$ cat src/hdl/blpd_pkg.sv
// ----------------------------------------------------------------------------
// blpd_pkg
// Types and constants for the block luma predictive decoder.
// ----------------------------------------------------------------------------
package blpd_pkg;

  localparam int unsigned LumaW   = 6;
  localparam int unsigned HeaderW = 14;
  localparam int unsigned PosW    = 4;
  localparam int unsigned SumW    = 10;
  localparam int unsigned CoordW  = 2;
  localparam int unsigned RowLen  = 4;

  typedef logic [LumaW-1:0] luma_t;

  typedef enum logic [1:0] {
    CMD_FRAME_START = 2'd0,
    CMD_HEADER      = 2'd1,
    CMD_RESIDUAL    = 2'd2,
    CMD_UNUSED      = 2'd3
  } cmd_e;

  // Header opcode expected for each block size
  localparam logic [1:0] OPC_LARGE = 2'd1;
  localparam logic [1:0] OPC_SMALL = 2'd2;

  // Last pixel position of each block size
  localparam logic [PosW-1:0] LAST_POS_LARGE = 4'd15;
  localparam logic [PosW-1:0] LAST_POS_SMALL = 4'd3;

endpackage

$ cat src/hdl/block_luma_predictive_decoder_top.sv
// ----------------------------------------------------------------------------
// block_luma_predictive_decoder_top
// Rebuilds 6-bit luma of 4x4 / 2x2 blocks from decoded residual symbols.
// ----------------------------------------------------------------------------
// Usage:
//   Input channel (in_valid_i / in_ready_o) takes one command item: frame
//   start (loads the luma predictor), block header (opcode, U, V) or one
//   luma residual. Output channel (out_valid_o / out_ready_i) gives one
//   item per residual inside an open block, and one error item for a
//   header whose opcode does not match the block size. Other items give
//   no output.
//   An accepted item lands in an input register; it moves on through
//   prediction (add and average) into the result register once that
//   register is empty or out_ready_i is high. One item per cycle is
//   sustained while out_ready_i stays high; the input register lets one
//   more item in while a result waits.
//   Reset clears the predictor, chroma and block state and both valid
//   flags. When the receiver stalls, the result register holds, the input
//   register fills, and in_ready_o drops until out_ready_i returns.
// ----------------------------------------------------------------------------
module block_luma_predictive_decoder_top (
  input  logic        clk_i,
  input  logic        rst_ni,
  input  logic        in_valid_i,
  output logic        in_ready_o,
  input  logic [1:0]  command_i,
  input  logic        block_large_i,
  input  logic [13:0] header_word_i,
  input  logic [5:0]  residual_i,
  input  logic [5:0]  start_luma_i,
  output logic        out_valid_o,
  input  logic        out_ready_i,
  output logic [5:0]  luma_o,
  output logic [5:0]  chroma_u_o,
  output logic [5:0]  chroma_v_o,
  output logic [1:0]  pixel_row_o,
  output logic [1:0]  pixel_column_o,
  output logic        block_done_o,
  output logic        opcode_error_o
);

  // Input register
  logic                                in_valid_q;
  logic [1:0]                          cmd_q;
  logic                                large_q;
  logic [blpd_pkg::HeaderW-1:0]        header_q;
  blpd_pkg::luma_t                     residual_q;
  blpd_pkg::luma_t                     start_q;

  // Decoder state
  blpd_pkg::luma_t                     pred_q, pred_d;
  blpd_pkg::luma_t                     u_q, u_d;
  blpd_pkg::luma_t                     v_q, v_d;
  logic                                size_large_q, size_large_d;
  logic                                active_q, active_d;
  logic [blpd_pkg::PosW-1:0]           pos_q, pos_d;
  logic [blpd_pkg::SumW-1:0]           sum_q, sum_d;
  blpd_pkg::luma_t                     row_above_q [blpd_pkg::RowLen];
  blpd_pkg::luma_t                     left_q;

  // Result register
  logic                                out_valid_q, out_valid_d;
  blpd_pkg::luma_t                     luma_q, luma_d;
  blpd_pkg::luma_t                     res_u_q, res_u_d;
  blpd_pkg::luma_t                     res_v_q, res_v_d;
  logic [blpd_pkg::CoordW-1:0]         row_q, row_d;
  logic [blpd_pkg::CoordW-1:0]         col_q, col_d;
  logic                                done_q, done_d;
  logic                                err_q, err_d;

  logic                                advance;
  logic                                has_result;
  logic                                pix_en;
  logic [blpd_pkg::CoordW-1:0]         row_c, col_c;
  blpd_pkg::luma_t                     above_c, pred_c, y_c;
  logic [blpd_pkg::LumaW:0]            avg_sum;
  logic                                last_c;
  logic [1:0]                          opc_expect;

  assign advance    = in_valid_q && (!out_valid_q || out_ready_i);
  assign in_ready_o = !in_valid_q || advance;

  always_ff @(posedge clk_i or negedge rst_ni) begin
    if (!rst_ni) begin
      in_valid_q <= 1'b0;
    end else if (in_ready_o) begin
      in_valid_q <= in_valid_i;
    end
  end

  always_ff @(posedge clk_i) begin
    if (in_valid_i && in_ready_o) begin
      cmd_q      <= command_i;
      large_q    <= block_large_i;
      header_q   <= header_word_i;
      residual_q <= residual_i;
      start_q    <= start_luma_i;
    end
  end

  // Pixel coordinates from the running position
  always_comb begin
    if (size_large_q) begin
      row_c  = pos_q[3:2];
      col_c  = pos_q[1:0];
      last_c = (pos_q == blpd_pkg::LAST_POS_LARGE);
    end else begin
      row_c  = {1'b0, pos_q[1]};
      col_c  = {1'b0, pos_q[0]};
      last_c = (pos_q == blpd_pkg::LAST_POS_SMALL);
    end
  end

  assign above_c = row_above_q[col_c];
  assign avg_sum = {1'b0, left_q} + {1'b0, above_c};

  always_comb begin
    if (row_c == '0) begin
      pred_c = (col_c == '0) ? pred_q : left_q;
    end else if (col_c == '0) begin
      pred_c = above_c;
    end else begin
      pred_c = avg_sum[blpd_pkg::LumaW:1];
    end
  end

  assign y_c        = pred_c + residual_q;  // wraps mod 64
  assign opc_expect = large_q ? blpd_pkg::OPC_LARGE : blpd_pkg::OPC_SMALL;

  always_comb begin
    pred_d       = pred_q;
    u_d          = u_q;
    v_d          = v_q;
    size_large_d = size_large_q;
    active_d     = active_q;
    pos_d        = pos_q;
    sum_d        = sum_q;
    has_result   = 1'b0;
    pix_en       = 1'b0;
    luma_d       = '0;
    res_u_d      = '0;
    res_v_d      = '0;
    row_d        = '0;
    col_d        = '0;
    done_d       = 1'b0;
    err_d        = 1'b0;

    case (blpd_pkg::cmd_e'(cmd_q))
      blpd_pkg::CMD_FRAME_START: begin
        pred_d   = start_q;
        active_d = 1'b0;
      end
      blpd_pkg::CMD_HEADER: begin
        if (header_q[1:0] != opc_expect) begin
          active_d   = 1'b0;
          has_result = 1'b1;
          err_d      = 1'b1;
        end else begin
          u_d          = header_q[7:2];
          v_d          = header_q[13:8];
          size_large_d = large_q;
          active_d     = 1'b1;
          pos_d        = '0;
          sum_d        = '0;
        end
      end
      blpd_pkg::CMD_RESIDUAL: begin
        if (active_q) begin
          pix_en     = 1'b1;
          has_result = 1'b1;
          sum_d      = sum_q + {{(blpd_pkg::SumW-blpd_pkg::LumaW){1'b0}}, y_c};
          if (last_c) begin
            // block mean becomes the next predictor
            pred_d   = size_large_q ? sum_d[9:4] : sum_d[7:2];
            active_d = 1'b0;
            pos_d    = '0;
          end else begin
            pos_d = pos_q + {{(blpd_pkg::PosW-1){1'b0}}, 1'b1};
          end
          luma_d  = y_c;
          res_u_d = u_q;
          res_v_d = v_q;
          row_d   = row_c;
          col_d   = col_c;
          done_d  = last_c;
        end
      end
      default: begin
      end
    endcase
  end

  always_ff @(posedge clk_i or negedge rst_ni) begin
    if (!rst_ni) begin
      pred_q       <= '0;
      u_q          <= '0;
      v_q          <= '0;
      size_large_q <= 1'b0;
      active_q     <= 1'b0;
      pos_q        <= '0;
      sum_q        <= '0;
    end else if (advance) begin
      pred_q       <= pred_d;
      u_q          <= u_d;
      v_q          <= v_d;
      size_large_q <= size_large_d;
      active_q     <= active_d;
      pos_q        <= pos_d;
      sum_q        <= sum_d;
    end
  end

  // Neighbor storage, always written before read within a block
  always_ff @(posedge clk_i) begin
    if (advance && pix_en) begin
      row_above_q[col_c] <= y_c;
      left_q             <= y_c;
    end
  end

  always_comb begin
    if (advance && has_result) begin
      out_valid_d = 1'b1;
    end else if (out_ready_i) begin
      out_valid_d = 1'b0;
    end else begin
      out_valid_d = out_valid_q;
    end
  end

  always_ff @(posedge clk_i or negedge rst_ni) begin
    if (!rst_ni) begin
      out_valid_q <= 1'b0;
    end else begin
      out_valid_q <= out_valid_d;
    end
  end

  always_ff @(posedge clk_i) begin
    if (advance && has_result) begin
      luma_q  <= luma_d;
      res_u_q <= res_u_d;
      res_v_q <= res_v_d;
      row_q   <= row_d;
      col_q   <= col_d;
      done_q  <= done_d;
      err_q   <= err_d;
    end
  end

  assign out_valid_o    = out_valid_q;
  assign luma_o         = luma_q;
  assign chroma_u_o     = res_u_q;
  assign chroma_v_o     = res_v_q;
  assign pixel_row_o    = row_q;
  assign pixel_column_o = col_q;
  assign block_done_o   = done_q;
  assign opcode_error_o = err_q;

endmodule

$ cat config.mk
export PLATFORM = sky130hd
export DESIGN_NAME = block_luma_predictive_decoder_top
export DESIGN_NICKNAME = d
export VERILOG_FILES = /design/src/hdl/blpd_pkg.sv /design/src/hdl/block_luma_predictive_decoder_top.sv
export SDC_FILE = /design/constraint.sdc
export NUM_CORES = 1
export LEC_CHECK = 0
export BUFFER_PORTS_ARGS = -buffer_cell sky130_fd_sc_hd__buf_2
export CAP_MARGIN = 40
export CORE_MARGIN = 10
export CORE_UTILIZATION = 51
export DETAILED_ROUTE_END_ITERATION = 8
export PLACE_DENSITY = 0.75
export SYNTH_ARGS = -nofsm -noshare
export SYNTH_HDL_FRONTEND = slang
export SYNTH_SLANG_ARGS = --single-unit
$ cat constraint.sdc
create_clock -name clk_i -period 5.6 [get_ports clk_i]
set_clock_uncertainty 0.2 [all_clocks]
set_input_delay 0.56 -clock clk_i [delete_from_list [all_inputs] [get_ports clk_i]]
set_output_delay 0.56 -clock clk_i [all_outputs]
set_load 0.05 [all_outputs]
==> results of run 1 <==
==> per-layer routing <==
metal	GRT usage (%)	up-vias	wire length (microns)	part of all wire (%)
met3	4.57	20	678	5.6
met2	25.2	117	5990	50
met5	0	-	0	0
li1	-	1648	-	-
met4	6.48	0	227	1.9
met1	20.7	1783	5150	43
==> worst reg2reg max path, delay by kind of cell (launching register included) <==
family                   cells  cell delay [ns]
flip-flops                   1             0.46
multiplexers                 2             1.04
buffers and inverters        1             0.11
AND/OR/NAND/NOR              3             0.68
adder cells (fa/ha/maj)      4             1.51
XOR/XNOR                     2             0.39
AO/OA/AOI/OAI                5             0.88
==> kinds of logic (layout without fill, tap and decap cells) <==
group           after synthesis  after routing  share of synthesized area (%)
buf+inv                      21            119                           1.87
simple gates                106            106                           9.92
mux                          29             29                           7.89
compound gates               74             74                           9.40
flops                       119            119                           62.0
fa+ha+maj                    26             26                           6.36
xor+xnor                     16             16                           2.56
==> synthesized netlist by cell type, types with 3 or more instances <==
library cell,count,area (sq um)
clkbuf_1,6,22.5
ha_1,23,288
inv_1,9,33.8
nand2b_1,7,43.8
a21oi_1,15,75.1
nor3b_1,3,22.5
nand3b_1,4,30.0
mux2_2,15,169
o31ai_1,4,30.0
nor3_1,5,25.0
dfrtp_1,36,901
edfxtp_1,83,2490
a21o_1,4,30.0
nor2_1,18,67.6
and2_1,8,50.1
mux2i_1,6,60.1
and3_1,15,93.8
a211o_1,3,26.3
nand3_1,3,15.0
a22o_1,5,43.8
xor2_1,5,43.8
mux4_1,6,158
nand2_1,32,120
o211ai_1,4,30.0
xnor2_1,11,96.3
nor2b_1,5,31.3
a211oi_1,3,22.5
o21ai_0,17,85.1
o221ai_1,3,26.3
fa_1,3,60.1
==> registers in the layout (all words and copies together), names as in the netlist, 2 cells and up <==
signal / cells
pred_q: 6
pixel_row_o: 2
left_q: 6
pixel_column_o: 2
header_q: 14
luma_o: 6
v_q: 6
start_q: 6
u_q: 6
pos_q: 4
chroma_u_o: 6
chroma_v_o: 6
sum_q: 10
row_above_q: 24
residual_q: 6
cmd_q: 2
==> power groups by stage <==
stage / registers, W / logic (W) / clock network, W
6_report: 0.00113 / 0.000701 / 0.00108
4_1_cts: 0.00113 / 0.000645 / 0.00110
5_1_grt: 0.00113 / 0.000762 / 0.00114
3_5_place_dp: 0.00114 / 0.000631 / 0
3_3_place_gp: 0.00114 / 0.000610 / 0
2_1_floorplan: 0.00113 / 0.000455 / 0
==> final timing paths <==
path	startpoint	endpoint	slack (ns)	cells after the start
worst max-delay path	pos_q[0]	pred_q[5]	0.25	17
worst min-delay path	command_i[1]	cmd_q[1]	0.02	1
worst max register to register	pos_q[0]	pred_q[5]	0.25	17
worst min register to register	header_q[9]	v_q[1]	0.28	1
max in group asynchronous	rst_ni	pos_q[0]	4.54	3
min in group asynchronous	rst_ni	sum_q[8]	0.23	2
==> timing repair <==
item                       4_1_cts  5_1_grt
hold endpoints to repair        36        2
setup endpoints to repair        1        8
resized for setup                1        8
hold buffers                     1        2
buffers inserted                 0        6
pin swaps                        0        5
==> area by class of cell <==
cell class / count / area (sq um)
Timing Repair Buffer: 77 / 470
Multi-Input combinational cell: 251 / 2010
Clock inverter: 13 / 173
Tap cell: 136 / 170
Fill cell: 776 / 3690
Clock buffer: 19 / 422
Sequential cell: 119 / 3390
Inverter: 10 / 42.5
==> per-stage QoR <==
step           TNS [ns]  cells  util [%]
4_1_cts               0    615      63.3
2_1_floorplan         0    391         -
6_report              0    625      64.4
5_1_grt         -0.0162    625      64.4
3_3_place_gp          0    581      57.1
3_5_place_dp          0    582      57.4
==> summary.md, run 1 <==
| Metric | Value |
|---|---|
| Run status | finished, final reports clean |
| DR iter-0 viols | 348 |
| Starting density of the core | a little over half |
| Clock tree sinks | 119 |
| Required @ worst endpoint | 5.83 ns |
| Startpoint Class | flop |
| Max cap viols | 0 |
| Clk Latency, worst-skew pair | 0.51 ns |
| Core Rows | 37 |
| IO Pins | 59 |
| Leak | approximately 2.8 nW |
| TritonCTS Buffers | 17 |
| CTS tree | yes |
| Asr flop ratio synth | 30.3% |
| Most used DFF post-synth | edfxtp_1 |
| Pre-Repair DR Iteration Count | 6 |
| H-tree Lvls | 4 |
| Worst-path fanout max | 8 |
| Area after DPL | just under 0.006 sq mm |
| Initial antenna violation count | 0 |
| Worst path slowest cell | mux4_2 |
| Period minus WS final | 5.35 ns |
| Fin. Hold Viols | 0 |
| Clk root buf | clkbuf_8 |
| Post-Syn Instances | 391 |
| Crit path buffers/inverters | 1 |
| Net switching power | 0.000852 W |
| Overflow after GRT | 0 |
| Overall Power | around 0.0029 W |
| Syn. warnings | 0 |
| Combinational Power Share | 24.1% |
| Worst setup margin | 0.253 ns |
| CP Class | flop to flop |
| Worst-margin pin slew | between 0.9 and 1 ns |
| Commonest non-fill, non-tap cell in the layout | edfxtp_1 |
| Crit. End Element | flop |
| Area Growth Syn to Fin | 22.1% |
| Syn Nets | 450 |
| Power Density | 436 mW/mm^2 |
| Largest net degree at the start of global routing | 37 |
| Clk pwr share | approximately 37% |
| Crit path DAT | around 5.6 ns |
| Worst hold slack | just under 0.02 ns |
| Max rail drop VDD | ~0.24 mV |
| Sequential Power Share | 38.7% |
| Routed via count | 3568 |
| Die H | 124 microns |
| CTS clk-pin slew, worst paths | 0.06 ns |
| Max Slew Vio Count | 0 |
| DRT Wirelength | 12000 microns |
| Port-buffer cells | 58 |
| Register bit total from synthesis | 119 |
| Max Clk Rate | 187 MHz |
| Critical-path cell list | inv_6 > mux4_2 > and2_4 > fa_1 > mux4_1 > ha_1 > fa_1 > a21o_1 > a21oi_2 > xnor2_2 > ha_1 > o211a_1 > a21oi_1 > nor3b_1 > xor2_1 > nand3b_1 > a2bb2oi_1 |
| Vias in the first global route | approximately 3600 |
| Placeable Area | around 0.010 sq mm |
| Post-DR vias/cell | 5.71 |
| Hpwl dp | around 8300 microns |
| Tcrit/Tclk final | about 95% |
| Final Cell Area | 0.00668 sq mm |
| Post-DRT Antenna Nets | 0 |
| Worst hold-check path type | input port to flop |
| Final nets | 535 |
| Global placement routability congestion | 0.912 |
| Post-synth EDFFs | 83 |
| Internal power | around 0.002 W |
| Ratio of cells with drive above 1 in the final layout | 27.6% |
| Post-place setup slack | 0.0847 ns |
| Residual DRC count | 0 |
| Syn Area/Cell | 14.0 sq um |
| Register area share after synthesis | 62.0% |
| Crit path max-delay family | adder cells |
| Post-Syn Area | 0.00547 sq mm |
| Avg WL per Cell | 19.3 microns |
| Gr usage total | 16.1% |
| Die W | between 100 and 150 microns |
| Synth unique cells | 54 |
| Full die area | between 0.015 and 0.02 sq mm |
| Count of final setup violators | 0 |
| First-pass GRT wire length | about 19000 microns |
| Relative slew margins | 39.4% |
| Inserted Diodes | 0 |
| Switch share | 29.2% |
| Most frequent cells in the layout | edfxtp_1, buf_2, dfrtp_1 |
| Max incr delay on CP | 0.53 ns |
| Max Buffers Root-to-Sink | 2 |
Power figures use the tool's default switching activity.
==> run 2: changes to the inputs <==
--- a/config.mk
+++ b/config.mk
@@ -5,12 +5,13 @@
 export SDC_FILE = /design/constraint.sdc
 export NUM_CORES = 1
 export LEC_CHECK = 0
-export BUFFER_PORTS_ARGS = -buffer_cell sky130_fd_sc_hd__buf_2
+export BUFFER_PORTS_ARGS = -buffer_cell sky130_fd_sc_hd__buf_4
 export CAP_MARGIN = 40
 export CORE_MARGIN = 10
 export CORE_UTILIZATION = 51
 export DETAILED_ROUTE_END_ITERATION = 8
 export PLACE_DENSITY = 0.75
+export SKIP_CTS_REPAIR_TIMING = 1
 export SYNTH_ARGS = -nofsm -noshare
 export SYNTH_HDL_FRONTEND = slang
 export SYNTH_SLANG_ARGS = --single-unit
==> run 2 against run 1 <==
  * First-iteration DRC count grew 7.2%
  * Clock power grew 10%
  * Via count shrank 1.7%
  * Final cell count grew 0.16%
  * Utilization grew 2.0 points
  * Combinational power is essentially flat
  * Cell area grew 3.1%
  * Setup slack lost 0.010 ns
  * Clock-buffer cell count shrank 1
==> summary.md, run 2 (synthesis results as in run 1) <==
| Metric | Value |
|---|---|
| Run status | finished, final reports clean |
| Vias in the first global route | 3637 (-0.027%) |
| IO Pins | 59 (unchanged) |
| Crit. End Element | flop |
| Hold depth | 1 (unchanged) |
| Final nets | 536 (+0.19%) |
| H-tree Lvls | 4 (unchanged) |
| Most frequent cells in the layout | edfxtp_1, buf_4, dfrtp_1 |
| Leak | 2.90 nW (+2.5%) |
| Count of final setup violators | 0 (unchanged) |
| Hpwl dp | 8170 microns (-1.8%) |
| Overflow after GRT | 0 (unchanged) |
| Clock tree sinks | 119 (unchanged) |
| Most flops, register | row_above_q |
| Initial antenna violation count | 0 (unchanged) |
| Area Growth Syn to Fin | 25.8% |
| Ratio of cells with drive above 1 in the final layout | 26.7% (-0.87 points) |
| Fin. Hold Viols | 0 (unchanged) |
| Startpoint Class | flop |
| Port-buffer cells | 58 (unchanged) |
| DR iter-0 viols | 373 (+7.2%) |
| R2r startpoint | pos_q[0] |
| Crit path buffers/inverters | 2 (+1) |
| Worst-margin pin slew | 0.917 ns (+0.00796 ns) |
| Max Slew Vio Count | 0 (unchanged) |
| Hold EP | header_q[3] |
| TritonCTS Buffers | 17 (unchanged) |
| Pre-Repair DR Iteration Count | 5 (-1) |
| Clk Latency, worst-skew pair | 0.51 ns (about the same) |
| Hold path start | header_word_i[3] |
| Clk root buf | clkbuf_8 |
| Routed via count | 3506 (-1.7%) |
| Layout Cells excl Fill | 626 (+0.16%) |
| Critical-path cell list | inv_6 > mux4_2 > and2_4 > fa_1 > a21o_1 > a211oi_2 > nor3_1 > a211oi_1 > a21oi_1 > ha_1 > nand2_1 > o211ai_1 > a21oi_1 > xnor2_1 > xnor2_1 > buf_4 > ha_1 > o211a_1 > o31ai_1 > nand2_1 > xor2_1 > o221ai_1 > o211ai_1 |
| Max cap viols | 0 (unchanged) |
| DRT Wirelength | 12000 microns (about the same) |
| Core Rows | 37 (unchanged) |
| Post-DRT Antenna Nets | 0 (unchanged) |
| Required @ worst endpoint | 5.78 ns (-0.05 ns) |
| Reg2Reg Depth | 23 (+6) |
| Global placement routability congestion | 0.870 (-4.6%) |
| Crit path max-delay family | compound AO/OA/AOI/OAI gates |
| Die W | 124 microns (unchanged) |
| Power Density | 438 mW/mm^2 (+0.42%) |
| CTS tree | yes |
| Avg WL per Cell | 19.2 microns (-0.20%) |
| CP Class | flop to flop |
| Inserted Diodes | 0 (unchanged) |
| Residual DRC count | 0 (unchanged) |
| Final core occ | 66.4% (+2.0 points) |
| Worst path slowest cell | mux4_2 |
| CTS clk-pin slew, worst paths | 0.06 ns (about the same) |
| Max rail drop VDD | 0.192 mV (-22%) |
| Commonest non-fill, non-tap cell in the layout | edfxtp_1 |
| Starting density of the core | 52.8% (unchanged) |
| Max incr delay on CP | 0.55 ns (+0.02 ns) |
| Flop-to-flop setup slack | 0.24 ns (about the same) |
| Largest net degree at the start of global routing | 37 (unchanged) |
| Largest register FFs | 24 (unchanged) |
| Dpl cells | 585 (+0.52%) |
| Relative slew margins | 38.8% (-0.53 points) |
| Max Buffers Root-to-Sink | 2 (unchanged) |
| Top flop regs | row_above_q x24, header_q x14, sum_q x10 |
| Placeable Area | 0.0104 sq mm (unchanged) |
| Area after DPL | 0.00612 sq mm (+2.7%) |
| Setup_tns | 0 ns (unchanged) |
| Die H | 124 microns (unchanged) |
| Max Clk Rate | 187 MHz (-0.19%) |
| Gr usage total | 16.5% (+0.42 points) |
| Period minus WS final | 5.36 ns (+0.0100 ns) |
| Crit path DAT | 5.53 ns (-0.05 ns) |
| Worst hold-check path type | input port to flop |
| R2R Path End | pred_q[4] |
| Full die area | 0.0153 sq mm (unchanged) |
| Worst-path fanout max | 8 (unchanged) |
| First-pass GRT wire length | 19200 microns (+1.8%) |
| Overall Power | 0.00301 W (+3.5%) |
| Final Cell Area | 0.00689 sq mm (+3.1%) |
| Post-DR vias/cell | 5.60 (-1.9%) |
| Tcrit/Tclk final | 95.7% (+0.18 points) |
run 2: power by group:
group	switching (W)	internal (W)	leakage, nW
clock network	0.000377	0.000808	0.310
logic	0.000392	0.000311	1.35
registers	0.0000540	0.00107	1.24
run 2: stage by stage:
step	hold WS [ns]	setup slack (ns)
finish	0.0260	0.243
global placement	0.258	0.243
floorplan	0.0644	0.545
detailed placement	0.263	0.0935
global route	0.000411	-0.0260
CTS	-0.179	0.0122
run 2: area by class of cell:
type | count | area (sq um)
well taps | 136 | 170
flip-flops and latches | 119 | 3390
fillers | 737 | 3480
clock inverters | 14 | 230
repair buffers | 78 | 618
inverters | 10 | 42.5
multi-input cells | 251 | 2010
clock buffers | 18 | 418
run 2: how the worst max path moves through the flow:
stage / startpoint / endpoint / cells after the start
after floorplan: pos_q[0] / pred_q[5] / 23
after global placement: pos_q[0] / pred_q[5] / 17
after detailed placement: pos_q[0] / pred_q[5] / 17
after CTS: pos_q[0] / pred_q[5] / 17
after global routing: pos_q[0] / pred_q[3] / 22
final: pos_q[0] / pred_q[4] / 23
run 2: per-layer routing:
layer	GRT usage, %	share of wire, %	routed length, microns
met5	0	0	0
met4	7.13	1.6	191
met3	4.25	5.4	644
met2	25.4	51	6100
met1	21.7	42	5100
